File: src/rtl/ts_pkg.sv
// ts_pkg: shared types, codes and coordinate addressing for the texture sampler.
// Used by ts_front, ts_fifo, ts_back and texture_sampler; depends on nothing.
`default_nettype none

package ts_pkg;

  localparam int CFG_SIZE_W = 9;
  localparam int COORD_W    = 24;
  localparam int RGB_W      = 24;
  localparam int CRD_W      = 9;
  localparam int WGT_MAX_W  = 17;
  localparam int ADDR_MAX_W = 24;
  localparam int Q_DEPTH    = 2;

  localparam logic [16:0] Q16_ONE = 17'h10000;

  localparam logic [1:0] MODE_BORDER = 2'd0;
  localparam logic [1:0] MODE_CLAMP  = 2'd1;
  localparam logic [1:0] MODE_MIRROR = 2'd2;
  localparam logic [1:0] MODE_WRAP   = 2'd3;

  localparam logic [2:0] REG_WIDTH  = 3'd0;
  localparam logic [2:0] REG_HEIGHT = 3'd1;
  localparam logic [2:0] REG_MODE   = 3'd2;
  localparam logic [2:0] REG_FILTER = 3'd3;
  localparam logic [2:0] REG_BORDER = 3'd4;

  localparam logic [1:0] KIND_LOAD   = 2'd0;
  localparam logic [1:0] KIND_BORDER = 2'd1;
  localparam logic [1:0] KIND_POINT  = 2'd2;
  localparam logic [1:0] KIND_FILTER = 2'd3;

  typedef struct packed {
    logic [CFG_SIZE_W-1:0] width;
    logic [CFG_SIZE_W-1:0] height;
    logic [1:0]            mode;
    logic                  filter;
    logic [RGB_W-1:0]      border;
  } cfg_t;

  typedef struct packed {
    logic [1:0]            kind;
    logic [RGB_W-1:0]      rgb;
    logic [ADDR_MAX_W-1:0] addr;
    logic [CRD_W-1:0]      x0;
    logic [CRD_W-1:0]      x1;
    logic [CRD_W-1:0]      y0;
    logic [CRD_W-1:0]      y1;
    logic [WGT_MAX_W-1:0]  wu;
    logic [WGT_MAX_W-1:0]  wv;
  } entry_t;

  // Fold a signed Q7.16 coordinate into 0..one by the address mode.
  function automatic logic [16:0] addr_coord(input logic signed [COORD_W-1:0] c,
                                             input logic [1:0] mode);
    logic [16:0] t;
    logic [16:0] m2;
    t  = '0;
    m2 = c[16:0];
    unique case (mode)
      MODE_MIRROR: begin
        if (m2 > Q16_ONE) t = 17'(18'h20000 - {1'b0, m2});
        else t = m2;
      end
      MODE_WRAP: begin
        t = {1'b0, c[15:0]};
        if (c[15:0] == 16'd0 && !c[COORD_W-1] && c != '0) t = Q16_ONE;
      end
      default: begin
        if (c[COORD_W-1]) t = '0;
        else if (c > 24'sd65536) t = Q16_ONE;
        else t = c[16:0];
      end
    endcase
    return t;
  endfunction

endpackage

`default_nettype wire

File: src/rtl/ts_fifo.sv
// ts_fifo: short entry queue between the front and back of the sampler.
// Depends on ts_pkg for the entry type and depth.
`default_nettype none

module ts_fifo (
  input  wire logic           clk,
  input  wire logic           rst_n,
  input  wire logic           push,
  input  wire ts_pkg::entry_t din,
  output logic                full,
  output logic                valid,
  input  wire logic           pop,
  output ts_pkg::entry_t      dout
);

  localparam int PW = (ts_pkg::Q_DEPTH > 1) ? $clog2(ts_pkg::Q_DEPTH) : 1;
  localparam int CW = $clog2(ts_pkg::Q_DEPTH + 1);

  ts_pkg::entry_t slot_r [ts_pkg::Q_DEPTH];
  logic [PW-1:0]  wp_r, rp_r;
  logic [CW-1:0]  cnt_r;

  assign full  = (cnt_r == CW'(ts_pkg::Q_DEPTH));
  assign valid = (cnt_r != '0);
  assign dout  = slot_r[rp_r];

  always_ff @(posedge clk) begin
    if (push) slot_r[wp_r] <= din;
  end

  always_ff @(posedge clk) begin
    if (!rst_n) begin
      wp_r  <= '0;
      rp_r  <= '0;
      cnt_r <= '0;
    end else begin
      if (push) wp_r <= (wp_r == PW'(ts_pkg::Q_DEPTH - 1)) ? '0 : wp_r + PW'(1);
      if (pop)  rp_r <= (rp_r == PW'(ts_pkg::Q_DEPTH - 1)) ? '0 : rp_r + PW'(1);
      if (push && !pop) cnt_r <= cnt_r + CW'(1);
      else if (pop && !push) cnt_r <= cnt_r - CW'(1);
    end
  end

endmodule

`default_nettype wire

File: config.mk
export PLATFORM = sky130hd
export DESIGN_NAME = ts_fifo
export DESIGN_NICKNAME = d
export VERILOG_FILES = /design/src/rtl/ts_pkg.sv /design/src/rtl/ts_fifo.sv
export SDC_FILE = /design/constraint.sdc
export NUM_CORES = 1
export LEC_CHECK = 0
export ABC_AREA = 1
export BUFFER_PORTS_ARGS = -buffer_cell sky130_fd_sc_hd__clkbuf_2
export CORE_ASPECT_RATIO = 0.7
export CORE_MARGIN = 2
export CORE_UTILIZATION = 56
export DETAILED_ROUTE_END_ITERATION = 8
export PLACE_DENSITY_LB_ADDON = 0.15
export SLEW_MARGIN = 20
export SYNTH_ARGS = -nofsm -noshare
export SYNTH_HDL_FRONTEND = slang
export SYNTH_SLANG_ARGS = --single-unit
File: constraint.sdc
create_clock -name clk -period 18.63 [get_ports clk]
set_input_delay 3.726 -clock clk [delete_from_list [all_inputs] [get_ports clk]]
set_output_delay 3.726 -clock clk [all_outputs]
set_load 0.02 [all_outputs]
==> results by group, run 1 <==
Outcome
  – Run status: completed

Synth
  – Yosys warns: 0
  – Post-Syn Area per Cell: about 22 µm²
  – Post-Syn Instances: between 400 and 500
  – Synth Area in Compound Gates: 0.00112
  – Basic-gate share of the synthesized area counting and, or, nand and nor cells: 0.00842
  – Netlist area before placement: 0.00892 mm²
  – Number of library cell types mapped by synthesis: 13
  – Multiplexer fraction of the synthesized cell area: 0.151
  – Sequential element share of the synthesized area: 0.819
  – Net Count, Synth: 533
  – Adder-Cell Fraction of Synth Area: 0.00140
  – Xor and xnor fraction of the mapped netlist area: 0
  – Main combinational cell family by area after synthesis: multiplexers
  – FF+latch count, synth: 245

Worst hold path
  – Start point of the worst hold path: rp_r$_SDFFE_PN0P_
  – WHS Path Cells: 2
  – Hold Path Sink: rp_r$_SDFFE_PN0P_
  – Class of the tightest hold or removal check: flop to flop

Global route
  – First-pass GRT wire length: around 24 mm
  – Aggregate global routing overflow: 0
  – Global routing usage summed across all routing layers: 0.188
  – Number of antenna violations at the first check in global routing: 0
  – Pin count of the biggest net entering global routing: between 70 and 80
  – Via count of the first global-routing pass: 4702

Setup path
  – Launch point of the worst reg-to-reg path: wp_r$_SDFFE_PN0P_
  – Worst path buffer plus inverter count: 2
  – Type of origin of the critical path: flop
  – Cell-by-cell trace of the critical path: buf_4 -> mux2_2 -> clkbuf_2
  – Element type at the critical path end: primary output
  – Register-to-register path setup slack: between 15000 and 20000 ps
  – Worst reg-to-reg path cell count: 3
  – Total stage count of the critical path: 3
  – Required time at the worst-slack endpoint: 14900 ps
  – Critical R2R Capture: slot_r[1][35]$_DFFE_PP_
  – Critical Path Slowest Stage Cell: buf_4
  – Critical Setup Path Class: flop to primary output
  – CP top delay family: buffers and inverters
  – Critical-path maximum fanout: 78
  – Arrival @ worst endpoint: 2790 ps
  – Delay of the slowest critical-path stage: 830 ps

Power
  – Maximum ir drop on the vdd rail: 0.0674 mV
  – LEAKAGE: 0.00421 µW
  – P per Cell Area: 109 mW/mm²

Final layout
  – Count of filler cells inserted in the layout: 1013
  – Fraction of final layout cells sized beyond drive strength 1: 0.588
  – Area overhead of the layout relative to synthesis: 23.1%
  – Utilization of the core after routing: 0.706
  – Number of nets in the layout: approximately 800
  – Final non-filler cell total: 884
  – Antenna diode instance count: 0

Route
  – Number of search-and-repair iterations in the first detailed-routing pass: 4
  – ANT nets after route: 0
  – Total via count in the routed design: ~4600
  – Max layer used: met4
  – DRC violations left: 0
  – DRC marker count from the first detailed-route iteration: 292
  – Average detailed-routed wire length per instance: 18.8 µm
  – Detail Route met3 WL: 1.29 mm
  – Final WL: around 17 mm
  – Via density per instance: 5.19
  – Length of routed met2 wiring: 8.02 mm
  – M1 wire length: 6.90 mm

Die
  – Die height: 110 µm
  – Die outline area: 0.0170 mm²
  – # IOs: 246
  – Area of the core region: 0.0155 mm²
  – Initial standard-cell utilization of the core: 0.574
  – Row count: 38
  – X dimension of the die: 155 µm

STA
  – Max-slew headroom at the worst pin: 0.295
  – Aggregate negative setup slack: 0 ps
  – Maximum clock rate: around 0.15 GHz
  – Final Max Slew Viols: 0
  – Actual slew at the worst max-slew pin: 1060 ps
  – Post-Route Skew: 3.75 ps
  – Min Clock Period, post-route: 6510 ps
  – Setup violators final: 0
  – Period utilisation layout: 0.350
  – Setup repair after global routing missed its margin: false
  – Hold Slack: around 500 ps
  – Final Worst Setup Slack: 12120 ps
  – Final hold vios: 0

CTS
  – Largest buffer count on any clock path: 3
  – Cell chosen for the clock root: clkbuf_16
  – Clock sink count: 245
  – Number of H-tree branching levels: 1
  – CTS Buf Count: 23
  – # hold bufs at CTS: 0
  – Worst skew pair latency: about 500 ps
  – TritonCTS clock tree: built
  – Clock Pin Slew Worst Setup and Hold Paths: 60 ps
  – Number of instances resized during post-cts repair: 0
  – Post CTS Setup Buffer Count: 0

Place
  – Post-placement worst setup slack: 12610 ps
  – HPWL reported at the end of detailed placement: between 10 and 15 mm
  – Placer Congestion: 0.769
  – Placed cells: 844
  – IO buf count: 245

Run
  – Max cap viols: 0
==> area by class of cell <==
type	count	area, µm²	share of cell area
Clock buffer	27	591	0.0538
Clock inverter	13	86.3	0.00786
Inverter	8	32.5	0.00296
Multi-Input combinational cell	142	1460	0.133
Sequential cell	245	7310	0.666
Tap cell	200	250	0.0228
Timing Repair Buffer	249	1260	0.114
==> how the worst max path moves through the flow <==
stage                     from                      to
after floorplan           push  slot_r[0][0]$_DFFE_PP_
after global placement    flop                dout[33]
after detailed placement  flop                dout[29]
after CTS                 flop                dout[29]
after global routing      flop                dout[29]
final                     flop                dout[29]
==> through the flow <==
| stage | instance area, µm² | total power (µW) |
|---|---|---|
| floorplan | 8920 | 740 |
| global placement | 10300 | 781 |
| detailed placement | 10300 | 786 |
| CTS | 11000 | 1210 |
| global route | 11000 | 1240 |
| finish | 11000 | 1200 |
==> sequential cells by signal, indices dropped and copies added (netlist names), named ones only <==
name,cells
cnt_r,2
slot_r,240
wp_r,1
rp_r,1
==> Yosys cell counts <==
cell      count  area, µm²
nand2_1       9       33.8
dfxtp_1       5        100
o21ai_0       1       5.00
edfxtp_1    240       7210
ha_1          1       12.5
nand3_1       1       5.00
buf_6        11        124
mux2_2      120       1350
a21oi_1       1       5.00
nor2_1        8       30.0
buf_2         2       10.0
nand4_1       1       6.26
inv_1         8       30.0
==> routing by layer <==
layer | vias to the layer above | GRT usage
met5 | - | 0
met3 | 34 | 0.0583
met1 | 2244 | 0.240
met2 | 182 | 0.316
li1 | 2124 | -
met4 | 0 | 0.0582
==> power by group <==
group	internal, µW	total, µW	leakage [µW]	switching, µW
Combinational	49.2	126	0.00158	76.5
Sequential	638	647	0.00229	9.00
Clock	240	425	0.000336	186
==> cells by family (layout without fill, tap and decap cells) <==
| logic type | after synthesis | count (layout) |
|---|---|---|
| AOI/OAI and AO/OA | 2 | 2 |
| buffers and inverters | 21 | 297 |
| and+or+nand+nor | 19 | 19 |
| DFF | 245 | 245 |
| muxes | 120 | 120 |
| adders and majority gates | 1 | 1 |
==> worst register-to-register path, cell delays in order (launching register included) <==
cell,delay (ps)
dfxtp_1,390
nand2_1,130
inv_4,540
buf_4,850
==> layout by cell type, fill, tap and decap left out <==
cell / count
dfxtp_4: 1
nor2_4: 1
buf_4: 4
clkinv_1: 6
o21ai_0: 1
inv_1: 7
inv_6: 1
clkbuf_16: 23
bufinv_16: 1
clkbuf_2: 245
nand4_1: 1
edfxtp_1: 240
nor2_1: 7
mux2_2: 120
nand3_1: 1
a21oi_1: 1
dfxtp_1: 4
inv_4: 1
nand2_1: 9
clkbuf_1: 4
clkinv_2: 5
ha_1: 1
Note: power is estimated with default switching activity, not from simulation.
==> run 2: changes to the inputs <==
CORE_UTILIZATION = 52   (was 56)
clock period = 6 ns   (was 18.63 ns; I/O delays follow)
==> run 2 against run 1 <==
Against the previous run:
- utilization down 5.3 points
- final area up 0.87%
- clock power rose to 3.2 times the previous value
- critical path type unchanged
- total power rose to 3.1 times the previous value
- clock skew up 6.8 ps
- count of clock-buffer cells in the layout up 5
- wire length about the same
- combinational power rose to 3.1 times the previous value
- die area up 7.5%
- critical path depth unchanged
- worst setup slack worse by 9600 ps
==> results by group, run 2 (synthesis results as in run 1) <==
Power
  – Maximum ir drop on the vdd rail: 0.206 mV (+210%)
  – Part of the power in the clock network: 0.364 (+0.009)
  – Switching power of the nets: 835 µW (+210%)
  – Portion of total power attributed to sequential cells: 0.534 (-0.006)
  – Net Sw Frac: 0.222 (-0.00477)
  – P per Cell Area: 340 mW/mm² (+210%)
  – LEAKAGE: 0.00423 µW (+0.44%)
  – Total power: 3770 µW (+210%)
  – Design internal power: 2930 µW (+220%)
  – Portion of total power attributed to combinational logic: 0.102 (-0.003)

Setup path
  – Critical Path Slowest Stage Cell: dfxtp_4
  – Cell-by-cell trace of the critical path: buf_4 -> mux2_2 -> clkbuf_2
  – Delay of the slowest critical-path stage: 760 ps (-70 ps)
  – Element type at the critical path end: primary output
  – Worst path buffer plus inverter count: 2 (unchanged)
  – Critical-path maximum fanout: 44 (-44%)
  – Required time at the worst-slack endpoint: 4800 ps (-10100 ps)
  – Type of origin of the critical path: flop
  – Arrival @ worst endpoint: 2330 ps (-460 ps)
  – Critical Setup Path Class: flop to primary output
  – CP top delay family: flip-flops

Worst hold path
  – Class of the tightest hold or removal check: flop to flop

CTS
  – Number of H-tree branching levels: 1 (unchanged)
  – Largest buffer count on any clock path: 3 (unchanged)
  – Post CTS Setup Buffer Count: 0 (unchanged)
  – Worst skew pair latency: 500 ps (about the same)
  – CTS Buf Count: 24 (+4.3%)
  – Clock Pin Slew Worst Setup and Hold Paths: 60 ps (about the same)
  – TritonCTS clock tree: built
  – Cell chosen for the clock root: clkbuf_16
  – # hold bufs at CTS: 0 (unchanged)
  – Clock sink count: 245 (unchanged)
  – Number of instances resized during post-cts repair: 0 (unchanged)

STA
  – Final Max Slew Viols: 0 (unchanged)
  – Max-slew headroom at the worst pin: 0.322 (+0.0269)
  – Final hold vios: 0 (unchanged)
  – Actual slew at the worst max-slew pin: 1020 ps (-40.3 ps)
  – Aggregate negative setup slack: 0 ps (unchanged)
  – Period utilisation layout: 0.589
  – Post-Route Skew: 10.6 ps (+6.83 ps)
  – Setup repair after global routing missed its margin: false
  – Min Clock Period, post-route: 3530 ps
  – Maximum clock rate: 0.283 GHz
  – Setup violators final: 0 (unchanged)

Outcome
  – Run status: completed

Die
  – Die outline area: 0.0182 mm² (+7.5%)
  – Initial standard-cell utilization of the core: 0.526 (-0.0480)
  – Area of the core region: 0.0170 mm² (+9.1%)
  – X dimension of the die: 161 µm (+3.7%)
  – Row count: 40 (+5.3%)
  – Die height: 114 µm (+3.6%)
  – # IOs: 246 (unchanged)

Route
  – M1 wire length: 7.06 mm (+2.3%)
  – Max layer used: met4
  – Total via count in the routed design: 4561 (-0.50%)
  – DRC violations left: 0 (unchanged)
  – ANT nets after route: 0 (unchanged)
  – Average detailed-routed wire length per instance: 18.1 µm (-3.6%)
  – Length of routed met2 wiring: 7.52 mm (-6.2%)
  – Number of search-and-repair iterations in the first detailed-routing pass: 4 (unchanged)
  – Final WL: 16.6 mm (about the same)
  – Detail Route met3 WL: 1.69 mm (+31%)
  – Via density per instance: 4.97 (-4.1%)
  – DRC marker count from the first detailed-route iteration: 280 (-4.1%)

Final layout
  – Fraction of final layout cells sized beyond drive strength 1: 0.583 (-0.00463)
  – Number of nets in the layout: 796 (+0.25%)
  – Most common library cell in the layout ignoring fill and taps: clkbuf_2
  – Registers with the most flip-flops: slot_r: 240 flops, cnt_r: 2 flops
  – Count of filler cells inserted in the layout: 1217 (+20%)
  – Antenna diode instance count: 0 (unchanged)
  – Flip-flop count of the largest register after layout: 240 (unchanged)
  – Final non-filler cell total: 917 (+3.7%)
  – Area overhead of the layout relative to synthesis: 24.2%
  – Most used cells in the layout excluding fill and tap cells: clkbuf_2, edfxtp_1, mux2_2
  – Register with the most flip-flops: slot_r

Place
  – Placed cells: 876 (+3.8%)
  – HPWL reported at the end of detailed placement: 11.1 mm (+1.1%)
  – Placer Congestion: 0.840 (+9.2%)
  – IO buf count: 245 (unchanged)

Run
  – Max cap viols: 0 (unchanged)

Global route
  – Pin count of the biggest net entering global routing: 78 (-1.3%)
  – Via count of the first global-routing pass: 4641 (-1.3%)
  – Global routing usage summed across all routing layers: 0.177 (-0.0110)
  – Aggregate global routing overflow: 0 (unchanged)
  – First-pass GRT wire length: 24.9 mm (+3.1%)
  – Number of antenna violations at the first check in global routing: 1 (+1)
[run 2: per-stage QoR]
step	utilization	hold slack, ps	setup slack [ps]	instance area [µm²]
detailed placement	0.611	492	2700	10400
floorplan	-	463	1230	8920
finish	0.653	507	2470	11100
CTS	0.653	511	2420	11100
global route	0.653	564	2310	11100
global placement	0.610	478	2590	10300
[run 2: final timing paths]
| check | depth (start not counted) | start | slack (ps) | end |
|---|---|---|---|---|
| setup / recovery | 3 | flop | 2470 | dout[23] |
| hold / removal | 2 | rp_r$_SDFFE_PN0P_ | 510 | rp_r$_SDFFE_PN0P_ |
| setup reg to reg | 3 | wp_r$_SDFFE_PN0P_ | 3710 | slot_r[1][11]$_DFFE_PP_ |
| hold reg to reg | 2 | rp_r$_SDFFE_PN0P_ | 510 | rp_r$_SDFFE_PN0P_ |
[run 2: power groups by stage]
stage | registers, µW | clock network [µW] | logic (µW)
2_1_floorplan | 2040 | 0 | 255
3_3_place_gp | 2050 | 0 | 369
3_5_place_dp | 2050 | 0 | 390
4_1_cts | 2010 | 1410 | 392
5_1_grt | 2020 | 1470 | 414
6_report | 2010 | 1370 | 386
[run 2: layout make-up]
type                    instances  area, µm²  area share
clock buffers                  32        652      0.0588
clock inverters                 9       61.3     0.00553
inverters                       8       32.5     0.00294
multi-input cells             142       1460       0.131
flip-flops and latches        245       7310       0.660
well taps                     231        289      0.0261
repair buffers                250       1280       0.115
[run 2: routing by layer]
| layer | vias to the layer above | global-route usage |
|---|---|---|
| met5 | - | 0 |
| met4 | 0 | 0.0474 |
| met3 | 22 | 0.0622 |
| met2 | 199 | 0.276 |
| met1 | 2203 | 0.241 |
| li1 | 2137 | - |
[run 2: worst min-delay path, cell delays in order, from the launching register on]
cell and delay, ps:
dfxtp_1 320, nor2_1 60, nor2_1 90
