[src/rtl/ts_pkg.sv]
// ts_pkg: shared types, codes and coordinate addressing for the texture sampler.
// Used by ts_front, ts_fifo, ts_back and texture_sampler; depends on nothing.
`default_nettype none

package ts_pkg;

  localparam int CFG_SIZE_W = 9;
  localparam int COORD_W    = 24;
  localparam int RGB_W      = 24;
  localparam int CRD_W      = 9;
  localparam int WGT_MAX_W  = 17;
  localparam int ADDR_MAX_W = 24;
  localparam int Q_DEPTH    = 2;

  localparam logic [16:0] Q16_ONE = 17'h10000;

  localparam logic [1:0] MODE_BORDER = 2'd0;
  localparam logic [1:0] MODE_CLAMP  = 2'd1;
  localparam logic [1:0] MODE_MIRROR = 2'd2;
  localparam logic [1:0] MODE_WRAP   = 2'd3;

  localparam logic [2:0] REG_WIDTH  = 3'd0;
  localparam logic [2:0] REG_HEIGHT = 3'd1;
  localparam logic [2:0] REG_MODE   = 3'd2;
  localparam logic [2:0] REG_FILTER = 3'd3;
  localparam logic [2:0] REG_BORDER = 3'd4;

  localparam logic [1:0] KIND_LOAD   = 2'd0;
  localparam logic [1:0] KIND_BORDER = 2'd1;
  localparam logic [1:0] KIND_POINT  = 2'd2;
  localparam logic [1:0] KIND_FILTER = 2'd3;

  typedef struct packed {
    logic [CFG_SIZE_W-1:0] width;
    logic [CFG_SIZE_W-1:0] height;
    logic [1:0]            mode;
    logic                  filter;
    logic [RGB_W-1:0]      border;
  } cfg_t;

  typedef struct packed {
    logic [1:0]            kind;
    logic [RGB_W-1:0]      rgb;
    logic [ADDR_MAX_W-1:0] addr;
    logic [CRD_W-1:0]      x0;
    logic [CRD_W-1:0]      x1;
    logic [CRD_W-1:0]      y0;
    logic [CRD_W-1:0]      y1;
    logic [WGT_MAX_W-1:0]  wu;
    logic [WGT_MAX_W-1:0]  wv;
  } entry_t;

  // Fold a signed Q7.16 coordinate into 0..one by the address mode.
  function automatic logic [16:0] addr_coord(input logic signed [COORD_W-1:0] c,
                                             input logic [1:0] mode);
    logic [16:0] t;
    logic [16:0] m2;
    t  = '0;
    m2 = c[16:0];
    unique case (mode)
      MODE_MIRROR: begin
        if (m2 > Q16_ONE) t = 17'(18'h20000 - {1'b0, m2});
        else t = m2;
      end
      MODE_WRAP: begin
        t = {1'b0, c[15:0]};
        if (c[15:0] == 16'd0 && !c[COORD_W-1] && c != '0) t = Q16_ONE;
      end
      default: begin
        if (c[COORD_W-1]) t = '0;
        else if (c > 24'sd65536) t = Q16_ONE;
        else t = c[16:0];
      end
    endcase
    return t;
  endfunction

endpackage

`default_nettype wire

[src/rtl/ts_front.sv]
// ts_front: accepts words, applies address modes and computes texel positions and weights.
// Depends on ts_pkg; pushes entries into ts_fifo.
`default_nettype none

module ts_front #(
  parameter int WEIGHT_BITS = 8
) (
  input  wire logic                clk,
  input  wire logic                rst_n,
  input  wire ts_pkg::cfg_t        cfg,
  input  wire logic                load_rst,
  input  wire logic                in_valid,
  output logic                     in_stall,
  input  wire logic                in_operation,
  input  wire logic signed [23:0]  in_u_coord,
  input  wire logic signed [23:0]  in_v_coord,
  input  wire logic [7:0]          in_texel_red,
  input  wire logic [7:0]          in_texel_green,
  input  wire logic [7:0]          in_texel_blue,
  output logic                     q_push,
  output ts_pkg::entry_t           q_entry,
  input  wire logic                q_full
);

  localparam int WS_W = 17 + WEIGHT_BITS;

  logic               s1_valid_r;
  logic               s1_op_r;
  logic signed [23:0] s1_u_r, s1_v_r;
  logic [23:0]        s1_rgb_r;
  logic [8:0]         col_r, col_nxt;
  logic [8:0]         row_r, row_nxt;

  logic        take, border;
  logic [16:0] ua, va;
  logic [8:0]  mul_u, mul_v, w_last, h_last;
  logic [25:0] prod_u, prod_v;
  logic [9:0]  xr, yr, xi, yi;
  logic [8:0]  x0, x1, y0, y1;
  logic [WS_W-1:0] wsum_u, wsum_v;
  logic        restart;
  logic [8:0]  lc, lr, frow;
  logic [17:0] prod_l;
  logic [18:0] laddr;

  assign q_push   = s1_valid_r && !q_full;
  assign in_stall = s1_valid_r && !q_push;
  assign take     = in_valid && !in_stall;

  always_ff @(posedge clk) begin
    if (!rst_n) begin
      s1_valid_r <= 1'b0;
    end else if (take) begin
      s1_valid_r <= 1'b1;
    end else if (q_push) begin
      s1_valid_r <= 1'b0;
    end
  end

  always_ff @(posedge clk) begin
    if (take) begin
      s1_op_r  <= in_operation;
      s1_u_r   <= in_u_coord;
      s1_v_r   <= in_v_coord;
      s1_rgb_r <= {in_texel_red, in_texel_green, in_texel_blue};
    end
  end

  always_comb begin
    ua     = ts_pkg::addr_coord(s1_u_r, cfg.mode);
    va     = ts_pkg::addr_coord(s1_v_r, cfg.mode);
    border = (cfg.mode == ts_pkg::MODE_BORDER) &&
             (s1_u_r < 0 || s1_u_r > 24'sd65536 || s1_v_r < 0 || s1_v_r > 24'sd65536);
    w_last = cfg.width - 9'd1;
    h_last = cfg.height - 9'd1;
    mul_u  = cfg.filter ? cfg.width : w_last;
    mul_v  = cfg.filter ? cfg.height : h_last;
    prod_u = {9'd0, ua} * {17'd0, mul_u};
    prod_v = {9'd0, va} * {17'd0, mul_v};
    xr = prod_u[25:16];
    yr = prod_v[25:16];
    xi = xr + 10'd1;
    yi = yr + 10'd1;
    // clamp both taps to the last texel
    x0 = (xr > {1'b0, w_last}) ? w_last : xr[8:0];
    x1 = (xi > {1'b0, w_last}) ? w_last : xi[8:0];
    y0 = (yr > {1'b0, h_last}) ? h_last : yr[8:0];
    y1 = (yi > {1'b0, h_last}) ? h_last : yi[8:0];
    wsum_u = {1'b0, prod_u[15:0], {WEIGHT_BITS{1'b0}}} + WS_W'(32768);
    wsum_v = {1'b0, prod_v[15:0], {WEIGHT_BITS{1'b0}}} + WS_W'(32768);

    // load position, bottom row first
    restart = (col_r >= cfg.width) || (row_r >= cfg.height);
    lc      = restart ? 9'd0 : col_r;
    lr      = restart ? 9'd0 : row_r;
    frow    = h_last - lr;
    prod_l  = {9'd0, frow} * {9'd0, cfg.width};
    laddr   = {1'b0, prod_l} + {10'd0, lc};

    col_nxt = col_r;
    row_nxt = row_r;
    if (load_rst) begin
      col_nxt = '0;
      row_nxt = '0;
    end else if (q_push && !s1_op_r) begin
      if ({1'b0, lc} + 10'd1 >= {1'b0, cfg.width}) begin
        col_nxt = '0;
        row_nxt = ({1'b0, lr} + 10'd1 >= {1'b0, cfg.height}) ? 9'd0 : lr + 9'd1;
      end else begin
        col_nxt = lc + 9'd1;
      end
    end

    q_entry      = '0;
    q_entry.addr = 24'(laddr);
    q_entry.x0   = x0;
    q_entry.x1   = x1;
    q_entry.y0   = y0;
    q_entry.y1   = y1;
    q_entry.wu   = 17'(wsum_u[WS_W-1:16]);
    q_entry.wv   = 17'(wsum_v[WS_W-1:16]);
    q_entry.rgb  = s1_op_r ? cfg.border : s1_rgb_r;
    if (!s1_op_r) q_entry.kind = ts_pkg::KIND_LOAD;
    else if (border) q_entry.kind = ts_pkg::KIND_BORDER;
    else if (cfg.filter) q_entry.kind = ts_pkg::KIND_FILTER;
    else q_entry.kind = ts_pkg::KIND_POINT;
  end

  always_ff @(posedge clk) begin
    if (!rst_n) begin
      col_r <= '0;
      row_r <= '0;
    end else begin
      col_r <= col_nxt;
      row_r <= row_nxt;
    end
  end

endmodule

`default_nettype wire

[config.mk]
export PLATFORM = sky130hd
export DESIGN_NAME = ts_front
export DESIGN_NICKNAME = d
export VERILOG_FILES = /design/src/rtl/ts_pkg.sv /design/src/rtl/ts_front.sv
export SDC_FILE = /design/constraint.sdc
export NUM_CORES = 1
export LEC_CHECK = 0
export ABC_AREA = 1
export BUFFER_PORTS_ARGS = -buffer_cell sky130_fd_sc_hd__clkbuf_2
export CELL_PAD_IN_SITES_DETAIL_PLACEMENT = 0
export CELL_PAD_IN_SITES_GLOBAL_PLACEMENT = 1
export CORE_MARGIN = 1.5
export CORE_UTILIZATION = 45
export CTS_CLUSTER_DIAMETER = 60
export CTS_CLUSTER_SIZE = 16
export DETAILED_ROUTE_END_ITERATION = 7
export PLACE_DENSITY_LB_ADDON = 0.1
export SYNTH_ARGS = -nofsm -noshare
export SYNTH_HDL_FRONTEND = slang
export SYNTH_SLANG_ARGS = --single-unit
export TNS_END_PERCENT = 30
[constraint.sdc]
create_clock -name clk -period 9.9 [get_ports clk]
set_input_delay 0.495 -clock clk [delete_from_list [all_inputs] [get_ports clk]]
set_output_delay 0.495 -clock clk [all_outputs]
set_load 0.03 [all_outputs]
==> flow_metrics.env, run 1 <==
export IMPL_floorplan_die_height_um=219
export IMPL_netlist_area_leader_share_pct=25.4
export IMPL_synthTopCellsByArea="sky130_fd_sc_hd__fa_1 (25%), sky130_fd_sc_hd__ha_1 (14%), sky130_fd_sc_hd__nand2_1 (12%), sky130_fd_sc_hd__edfxtp_1 (10%), sky130_fd_sc_hd__inv_1 (9.7%)"
export IMPL_io_pin_count=245
export IMPL_synth_area_per_cell_um2=7.44
export IMPL_globalRoute_totalOverflow=0
export IMPL_post_synth_top_count_cell="sky130_fd_sc_hd__nand2_1"
export IMPL_setup_worst_path_start_class="input pin"
export IMPL_detailedPlace_worstSlack_ps=273
export IMPL_ys_types=61
export IMPL_grt_pass1_vias=19486
export IMPL_routed_via_count=18981
export IMPL_maxSlewHeadroom_pct=20.4
export IMPL_nets=3692
export IMPL_mappedNetlistArea_mm2=0.0210
export IMPL_cp_arrival_ps=8830
export IMPL_seq_area_frac_synth_pct=12.2
export IMPL_h_tree_depth=3
export IMPL_post_route_cells_drive_above_1_share_pct=13.5
export IMPL_grt_max_degree=69
export IMPL_clkTransAtPathRegs_ps=70
export IMPL_fp_coreArea_mm2=0.0457
export IMPL_timing_final_ws_setup_ps=579
export IMPL_areaGrowthSynthToFinish_pct=12.0
export IMPL_num_rows=78
export IMPL_final_min_period_over_clock_period_pct=94.1
export IMPL_setup_repair_after_global_routing_missed_its_margin="yes"
export IMPL_r2r_setup_slack_ps=4800
export IMPL_criticalPathCategory="in2out"
export IMPL_synth_edff_count=73
export IMPL_clkLatencyLatePin_ps=380
export IMPL_first_pass_iters=5
export IMPL_final_max_slew_violation_count=0
export IMPL_required_time_at_the_worst_slack_endpoint_ps=9410
export IMPL_floorplan_die_area_mm2=0.0480
export IMPL_post_dr_vias_cell=5.16
export IMPL_tightest_slew_ps=1190
export IMPL_cts_hold_buffers_added=0
export IMPL_run_status="finished clean"
export IMPL_max_cap_viol_count=0
export IMPL_post_synth_top_area_cell="sky130_fd_sc_hd__fa_1"
export IMPL_gp_congestion=0.931
export IMPL_critical_path_peak_fanout=11
export IMPL_drt_drc_violations_left=0
export IMPL_timing_clock_skew_ps=10.0
export IMPL_antenna_found_initial=0
export IMPL_first_pass_grt_wire_length_um=100000
export IMPL_tritoncts_num_buffers=9
export IMPL_timing_hold_worst_class="in2reg"
export IMPL_yosys_warnings=0
export IMPL_antenna_cells=0
export IMPL_gate_count_of_the_mapped_netlist=2824
export IMPL_average_detailed_routed_wire_length_per_instance_um=16.5
export IMPL_synth_top_flop_cell="sky130_fd_sc_hd__edfxtp_1"
export IMPL_floorplan_initialDensity_pct=46.0
export IMPL_crit_slowest_cell="sky130_fd_sc_hd__fa_1"
export IMPL_type_of_element_capturing_the_critical_path="primary output"
export IMPL_die_width_um=219
export IMPL_post_dp_hpwl_um=52000
export IMPL_leading_post_synthesis_cells_by_instance_count="sky130_fd_sc_hd__nand2_1 (652), sky130_fd_sc_hd__inv_1 (543), sky130_fd_sc_hd__nor2_1 (340), sky130_fd_sc_hd__fa_1 (267), sky130_fd_sc_hd__ha_1 (229)"
export IMPL_min_period_ps=9320
export IMPL_first_iter_violations=1159
export IMPL_portBuffers=223
export IMPL_cts_tree="built"
export IMPL_critical_path_top_cell_by_count="sky130_fd_sc_hd__nand2_1"
export IMPL_clk_path_buf_depth=2
export IMPL_final_setup_violation_count=0
export IMPL_clkSinkCount=92
export IMPL_all_layer_gr_usage_pct=26.3
export IMPL_synthArstFlopShare_pct=0
export IMPL_finalHoldViolCount=0
export IMPL_clock_fmax_mhz=107
export IMPL_number_of_flip_flops_and_latches_in_the_synthesized_netlist=92
export IMPL_timing_hold_ws_ps=291
export IMPL_antenna_left=0
export IMPL_clock_tree_root_cell="sky130_fd_sc_hd__clkbuf_16"
export IMPL_drt_wl_total_um=60700
export IMPL_largest_stage_delay_worst_path_ps=550
-- sequential cells by signal, summed over array words and instances (netlist names) --
name and count:
row_r 9, s1_op_r 1, s1_u_r 24, s1_valid_r 1, col_r 9, s1_rgb_r 24, s1_v_r 24
-- worst paths after layout --
check        cells past startpoint             startpoint                     to
max                             42                cfg[37]            q_entry[56]
max reg2reg                     28  row_r[2]$_SDFFE_PP0P_  col_r[2]$_SDFFE_PP0P_
min reg2reg                      2  col_r[0]$_SDFFE_PP0P_  col_r[0]$_SDFFE_PP0P_
min                              1         in_u_coord[22]   s1_u_r[22]$_DFFE_PP_
-- placed cells by master (no fill, tap or decap), drive strengths merged, types with 7 or more instances in the layout --
cell	instances
fa	267
buf	54
nor3	40
ha	229
inv	553
clkinv	11
o21ai	87
nand4	15
nor2	353
clkbuf	231
dfxtp	19
xor2	90
nand3b	8
nand3	110
xnor2	27
nand2	682
conb	21
or2	7
edfxtp	73
nor4	8
a21oi	122
o21bai	10
-- critical path, delay by kind of cell --
kind            cells  cell delay, ps
simple gates       18            2700
buf+inv            10            1490
xor+xnor            3             700
fa+ha+maj           7            3060
compound gates      4             370
-- metal layers --
layer / wire length (um) / global-route usage [%] / up-vias
met5: 0 / 0 / -
met2: 28600 / 44.4 / 576
met3: 3460 / 3.45 / 111
li1: - / - / 9214
met4: 1870 / 7.69 / 0
met1: 26700 / 35.1 / 9080
-- through the flow --
| stage | TNS, ps | util, % | area [um^2] | instances |
|---|---|---|---|---|
| after floorplan | 0 | - | 21100 | 2844 |
| after global placement | 0 | 50.4 | 23000 | 3659 |
| after detailed placement | 0 | 50.4 | 23000 | 3659 |
| after CTS | 0 | 51.1 | 23300 | 3675 |
| after global routing | -147 | 51.5 | 23500 | 3678 |
| final | 0 | 51.5 | 23500 | 3678 |
-- timing repair --
action	CTS	global route
resized for setup	1	48
pin swaps	0	2
setup buffers	0	2
gates cloned	0	1
setup endpoints to repair	1	37
-- logic make-up (layout without fill, tap and decap cells) --
group / after synthesis / count (layout) / share of synthesized area (%)
XOR/XNOR: 117 / 117 / 5.27
other: 1 / 21 / 0.0179
adder cells (fa/ha/maj): 496 / 496 / 39.1
AND/OR/NAND/NOR: 1227 / 1228 / 24.5
AO/OA/AOI/OAI: 272 / 272 / 7.40
flip-flops: 92 / 92 / 12.2
buffers and inverters: 619 / 852 / 11.4
-- layout make-up --
| type | instances | area [um^2] |
|---|---|---|
| Multi-Input combinational cell | 2134 | 16300 |
| Clock inverter | 7 | 75.1 |
| Inverter | 560 | 2110 |
| Fill cell | 4656 | 22100 |
| Timing Repair Buffer | 276 | 1530 |
| Tap cell | 600 | 751 |
| Sequential cell | 92 | 2570 |
| Clock buffer | 9 | 225 |
Power of run 1 is left out: the tool's default activity adds up to more than one toggle a clock period on the data nets, which glitch-free logic cannot reach.
==> inputs of run 2 (changes only) <==
--- a/config.mk
+++ b/config.mk
@@ -14,6 +14,7 @@
 export CTS_CLUSTER_DIAMETER = 60
 export CTS_CLUSTER_SIZE = 16
 export DETAILED_ROUTE_END_ITERATION = 7
+export GPL_ROUTABILITY_DRIVEN = 0
 export PLACE_DENSITY_LB_ADDON = 0.1
 export SYNTH_ARGS = -nofsm -noshare
 export SYNTH_HDL_FRONTEND = slang
==> constraint.sdc (replaced) <==
create_clock -name clk -period 9.9 [get_ports clk]
set_input_delay 1.98 -clock clk [delete_from_list [all_inputs] [get_ports clk]]
set_output_delay 1.98 -clock clk [all_outputs]
set_load 0.03 [all_outputs]
==> run 2 against run 1 <==
The flow now finishes with violations (negative setup slack). Sequential share of layout area is 2.7 points lower. Die area stayed put. First-iteration DRC count is 5.5% higher. Flip-flop and latch count stayed put. Critical path depth is 7 higher. Wire length is 15% higher. Final area is 32% higher.
==> flow_metrics.env, run 2 (same netlist as run 1, synthesis figures left out) <==
export IMPL_layout_cells_most_common_list="sky130_fd_sc_hd__buf_4 (668), sky130_fd_sc_hd__nand2_1 (562), sky130_fd_sc_hd__inv_1 (497), sky130_fd_sc_hd__nor2_1 (291), sky130_fd_sc_hd__fa_1 (249)"
export IMPL_clkSinkCount=92
export IMPL_run_status="finished with violations"
export IMPL_type_of_element_capturing_the_critical_path="primary output"
export IMPL_floorplan_die_area_mm2=0.0480
export IMPL_timing_final_ws_setup_ps=-1670
export IMPL_regArea_mm2=0.00257
export IMPL_antenna_cells=0
export IMPL_final_fill_count=3784
export IMPL_most_common_library_cell_in_the_layout_ignoring_fill_and_taps="sky130_fd_sc_hd__buf_4"
export IMPL_io_pin_count=245
export IMPL_final_max_slew_violation_count=0
export IMPL_largest_stage_delay_worst_path_ps=570
export IMPL_min_period_ps=11570
export IMPL_cts_tree="built"
export IMPL_clock_tree_root_cell="sky130_fd_sc_hd__clkbuf_16"
export IMPL_post_dp_hpwl_um=55400
export IMPL_fin_area_mm2=0.0311
export IMPL_floorplan_die_height_um=219
export IMPL_clock_fmax_mhz=86.4
export IMPL_post_route_cells_drive_above_1_share_pct=37.8
export IMPL_largest_registers="s1_rgb_r (24), s1_u_r (24), s1_v_r (24)"
export IMPL_routed_via_count=21757
export IMPL_post_dr_vias_cell=5.03
export IMPL_drt_wl_total_um=69600
export IMPL_all_layer_gr_usage_pct=29.2
export IMPL_detailedPlace_worstSlack_ps=-1840
export IMPL_first_pass_iters=5
export IMPL_tightest_slew_ps=1010
export IMPL_maxSlewHeadroom_pct=33.0
export IMPL_fin_util_pct=68.0
export IMPL_max_cap_viol_count=0
export IMPL_antenna_found_initial=1
export IMPL_criticalPathCategory="in2out"
export IMPL_grt_max_degree=74
export IMPL_setup_repair_after_global_routing_missed_its_margin="yes"
export IMPL_setup_worst_path_start_class="input pin"
export IMPL_drt_drc_violations_left=0
export IMPL_areaGrowthSynthToFinish_pct=47.9
export IMPL_average_detailed_routed_wire_length_per_instance_um=16.1
export IMPL_timing_hold_worst_class="reg2reg"
export IMPL_timing_clock_skew_ps=6.69
export IMPL_die_width_um=219
export IMPL_final_min_period_over_clock_period_pct=117
export IMPL_tritoncts_num_buffers=9
export IMPL_crit_slowest_cell="sky130_fd_sc_hd__fa_2"
export IMPL_floorplan_initialDensity_pct=46.0
export IMPL_h_tree_depth=3
export IMPL_portBuffers=223
export IMPL_nets=4339
export IMPL_cpLargestDelayFamily="adder cells"
export IMPL_first_iter_violations=1223
export IMPL_critical_path_top_cell_by_count="sky130_fd_sc_hd__nand2_1"
export IMPL_grt_pass1_vias=22572
export IMPL_antenna_left=0
export IMPL_violations="negative setup slack"
export IMPL_dpl_instance_area_mm2=0.0274
export IMPL_multi_input_area_mm2=0.0183
export IMPL_critical_path_buf_inv_count=8
export IMPL_first_pass_grt_wire_length_um=111000
export IMPL_critical_path_peak_fanout=4
export IMPL_finalHoldViolCount=0
export IMPL_cp_arrival_ps=9590
export IMPL_required_time_at_the_worst_slack_endpoint_ps=7920
export IMPL_clkLatencyLatePin_ps=370
export IMPL_num_rows=78
export IMPL_globalRoute_totalOverflow=0
export IMPL_final_setup_violation_count=50
export IMPL_timing_hold_ws_ps=469
export IMPL_clkTransAtPathRegs_ps=60
export IMPL_clk_path_buf_depth=2
export IMPL_fp_coreArea_mm2=0.0457
-- run 2: routing by layer --
layer  track usage [%]  routed length, um  up-vias
li1                  -                  -    10530
met2              50.1              33600      702
met5                 0                 13        -
met1              38.3              29800    10369
met3              4.64               4420      154
met4              7.03               1860        2
-- run 2: what timing repair did --
| item | in CTS | in global routing |
|---|---|---|
| hold endpoints to repair | 0 | 0 |
| endpoints found under the setup margin | 54 | 55 |
| gates cloned | 5 | 2 |
| pin swaps | 195 | 168 |
| buffers inserted | 79 | 43 |
| hold buffers | 0 | 0 |
| gates resized for setup | 353 | 260 |
-- run 2: metrics by stage --
step                instances  TNS (ps)
floorplan                2844    -51790
global placement         4182    -65730
detailed placement       4182    -73240
CTS                      4282    -49290
global route             4325    -71840
finish                   4325    -55040
-- run 2: path summary, 6_finish.rpt --
path	slack [ps]	depth (start not counted)	endpoint	start
worst max-delay path	-1670	49	q_entry[87]	cfg[27]
worst min-delay path	470	2	col_r[0]$_SDFFE_PP0P_	col_r[0]$_SDFFE_PP0P_
worst max register to register	4710	29	col_r[2]$_SDFFE_PP0P_	col_r[2]$_SDFFE_PP0P_
worst min register to register	470	2	col_r[0]$_SDFFE_PP0P_	col_r[0]$_SDFFE_PP0P_
-- run 2: tightest hold or removal path, cell delays in order, from the launching register on --
cell and delay, ps:
sky130_fd_sc_hd__dfxtp_1 310, sky130_fd_sc_hd__nand2_1 60, sky130_fd_sc_hd__a21oi_1 50
-- run 2: cell type report --
class                      instances  share of cell area [%]
clock buffer                      15                    1.03
clock inverter                     1                  0.0282
inverter                         560                    6.92
multi-input combinational       2136                    58.8
sequential                        92                    8.28
tap                              600                    2.42
timing repair buffer             920                    22.5
timing repair inverter             1                  0.0282
Power of run 2 is left out for the same reason.
==> inputs of run 3 (changes only) <==
--- a/config.mk
+++ b/config.mk
@@ -11,11 +11,13 @@
 export CELL_PAD_IN_SITES_GLOBAL_PLACEMENT = 1
 export CORE_MARGIN = 1.5
 export CORE_UTILIZATION = 45
+export CTS_BUF_LIST = sky130_fd_sc_hd__clkbuf_16
 export CTS_CLUSTER_DIAMETER = 60
 export CTS_CLUSTER_SIZE = 16
 export DETAILED_ROUTE_END_ITERATION = 7
 export GPL_ROUTABILITY_DRIVEN = 0
-export PLACE_DENSITY_LB_ADDON = 0.1
+export PLACE_DENSITY = 0.79
+export SKIP_LAST_GASP = 1
 export SYNTH_ARGS = -nofsm -noshare
 export SYNTH_HDL_FRONTEND = slang
 export SYNTH_SLANG_ARGS = --single-unit
==> run 3 against run 2 <==
The run still ends with negative setup slack left. Core utilization grew 0.68 points. Fmax down 1.1%. Clock-buffer cell count down 6. Cell count rose by 1.4%. Hold slack gained 4.2 ps. Via count up 4.5%. Wire length rose by 11%. Final area is 0.99% higher. First-iteration DRC count increased by 24%. Global-route usage up 2.7 points. Critical path type unchanged.
==> flow_metrics.env, run 3 (same netlist as run 1, synthesis figures left out) <==
export IMPL_antenna_found_initial=2
export IMPL_areaGrowthSynthToFinish_pct=49.4
export IMPL_dp_cells=4166
export IMPL_clkTransAtPathRegs_ps=80
export IMPL_post_dp_hpwl_um=56100
export IMPL_layout_cells_most_common_list="sky130_fd_sc_hd__buf_4 (716), sky130_fd_sc_hd__nand2_1 (575), sky130_fd_sc_hd__inv_1 (494), sky130_fd_sc_hd__nor2_1 (299), sky130_fd_sc_hd__fa_1 (247)"
export IMPL_most_common_library_cell_in_the_layout_ignoring_fill_and_taps="sky130_fd_sc_hd__buf_4"
export IMPL_largest_stage_delay_worst_path_ps=580
export IMPL_setup_repair_after_global_routing_missed_its_margin="yes"
export IMPL_timing_clock_skew_ps=9.15
export IMPL_violations="negative setup slack"
export IMPL_first_pass_grt_wire_length_um=120000
export IMPL_final_min_period_over_clock_period_pct=118
export IMPL_timing_hold_ws_ps=473
export IMPL_finish_cell_count_without_fillers=4386
export IMPL_clock_fmax_mhz=85.5
export IMPL_clkSinkCount=92
export IMPL_clock_tree_root_cell="sky130_fd_sc_hd__clkbuf_16"
export IMPL_io_pin_count=245
export IMPL_nets=4399
export IMPL_floorplan_die_height_um=219
export IMPL_tritoncts_num_buffers=9
export IMPL_post_route_cells_drive_above_1_share_pct=38.2
export IMPL_criticalPathCategory="in2out"
export IMPL_detailedPlace_worstSlack_ps=-1870
export IMPL_die_width_um=219
export IMPL_clk_path_buf_depth=2
export IMPL_cts_tree="built"
export IMPL_first_iter_violations=1512
export IMPL_drt_wl_total_um=77000
export IMPL_grt_pass1_vias=23468
export IMPL_post_dr_vias_cell=5.18
export IMPL_final_max_slew_violation_count=0
export IMPL_num_rows=78
export IMPL_type_of_element_capturing_the_critical_path="primary output"
export IMPL_largest_registers="s1_rgb_r (24), s1_u_r (24), s1_v_r (24)"
export IMPL_required_time_at_the_worst_slack_endpoint_ps=7920
export IMPL_timing_final_ws_setup_ps=-1800
export IMPL_fp_coreArea_mm2=0.0457
export IMPL_floorplan_initialDensity_pct=46.0
export IMPL_routed_via_count=22728
export IMPL_tightest_slew_ps=827
export IMPL_floorplan_die_area_mm2=0.0480
export IMPL_setup_worst_path_start_class="input pin"
export IMPL_average_detailed_routed_wire_length_per_instance_um=17.5
export IMPL_final_fill_count=3644
export IMPL_h_tree_depth=3
export IMPL_finalHoldViolCount=0
export IMPL_critical_path_top_cell_by_count="sky130_fd_sc_hd__buf_4"
export IMPL_run_status="finished with violations"
export IMPL_antenna_left=0
export IMPL_grt_max_degree=49
export IMPL_maxSlewHeadroom_pct=44.5
export IMPL_max_cap_viol_count=0
export IMPL_portBuffers=223
export IMPL_drt_drc_violations_left=0
export IMPL_critical_path_peak_fanout=9
export IMPL_clkLatencyLatePin_ps=380
export IMPL_final_setup_violation_count=50
export IMPL_min_period_ps=11700
export IMPL_all_layer_gr_usage_pct=31.9
export IMPL_timing_hold_worst_class="reg2reg"
export IMPL_fin_util_pct=68.7
export IMPL_globalRoute_totalOverflow=0
export IMPL_cts_hold_buffers_added=0
export IMPL_crit_slowest_cell="sky130_fd_sc_hd__fa_2"
export IMPL_cp_arrival_ps=9720
export IMPL_first_pass_iters=6
## run 3: area by class of cell
cell class / instances / area (um^2) / area share (%)
multi-input combinational: 2137 / 18200 / 58.1
timing repair buffer: 979 / 7360 / 23.4
sequential: 92 / 2570 / 8.20
inverter: 560 / 2160 / 6.87
tap: 600 / 751 / 2.39
clock buffer: 9 / 225 / 0.718
clock inverter: 7 / 67.6 / 0.215
timing repair inverter: 1 / 5.00 / 0.0159
antenna: 1 / 2.50 / 0.00797
## run 3: path summary, 6_finish.rpt
check                                            from                    end  slack, ps  cells after the start
worst max-delay path                          cfg[40]            q_entry[61]      -1800                     39
worst min-delay path            row_r[0]$_SDFFE_PP0P_  row_r[0]$_SDFFE_PP0P_        470                      2
worst max register to register  row_r[2]$_SDFFE_PP0P_  col_r[1]$_SDFFE_PP0P_       4930                     28
worst min register to register  row_r[0]$_SDFFE_PP0P_  row_r[0]$_SDFFE_PP0P_        470                      2
## run 3: critical path: cells and delay by family
| kind | cells | cell delay (ps) |
|---|---|---|
| compound gates | 2 | 640 |
| xor+xnor | 2 | 350 |
| fa+ha+maj | 6 | 2610 |
| buf+inv | 16 | 2320 |
| simple gates | 13 | 1770 |
## run 3: routing by layer
metal,GRT usage [%],wire [um],vias up
met1,40.4,31200,10726
met5,0,13,-
met4,13.1,3620,2
li1,-,-,10639
met2,53.2,36000,1065
met3,6.18,6130,296
## run 3: timing repair
item	4_1_cts	5_1_grt
gates cloned	6	2
pin swaps	176	131
gates resized for setup	305	238
setup endpoints to repair	61	62
setup buffers	181	33
## run 3: stage by stage
| step | cell area, um^2 | setup TNS [ps] |
|---|---|---|
| finish | 31400 | -68400 |
| global route | 31400 | -84160 |
| CTS | 30300 | -55720 |
| detailed placement | 27200 | -75450 |
| global placement | 27200 | -69170 |
| floorplan | 21400 | -51790 |
Power of run 3 is left out for the same reason.
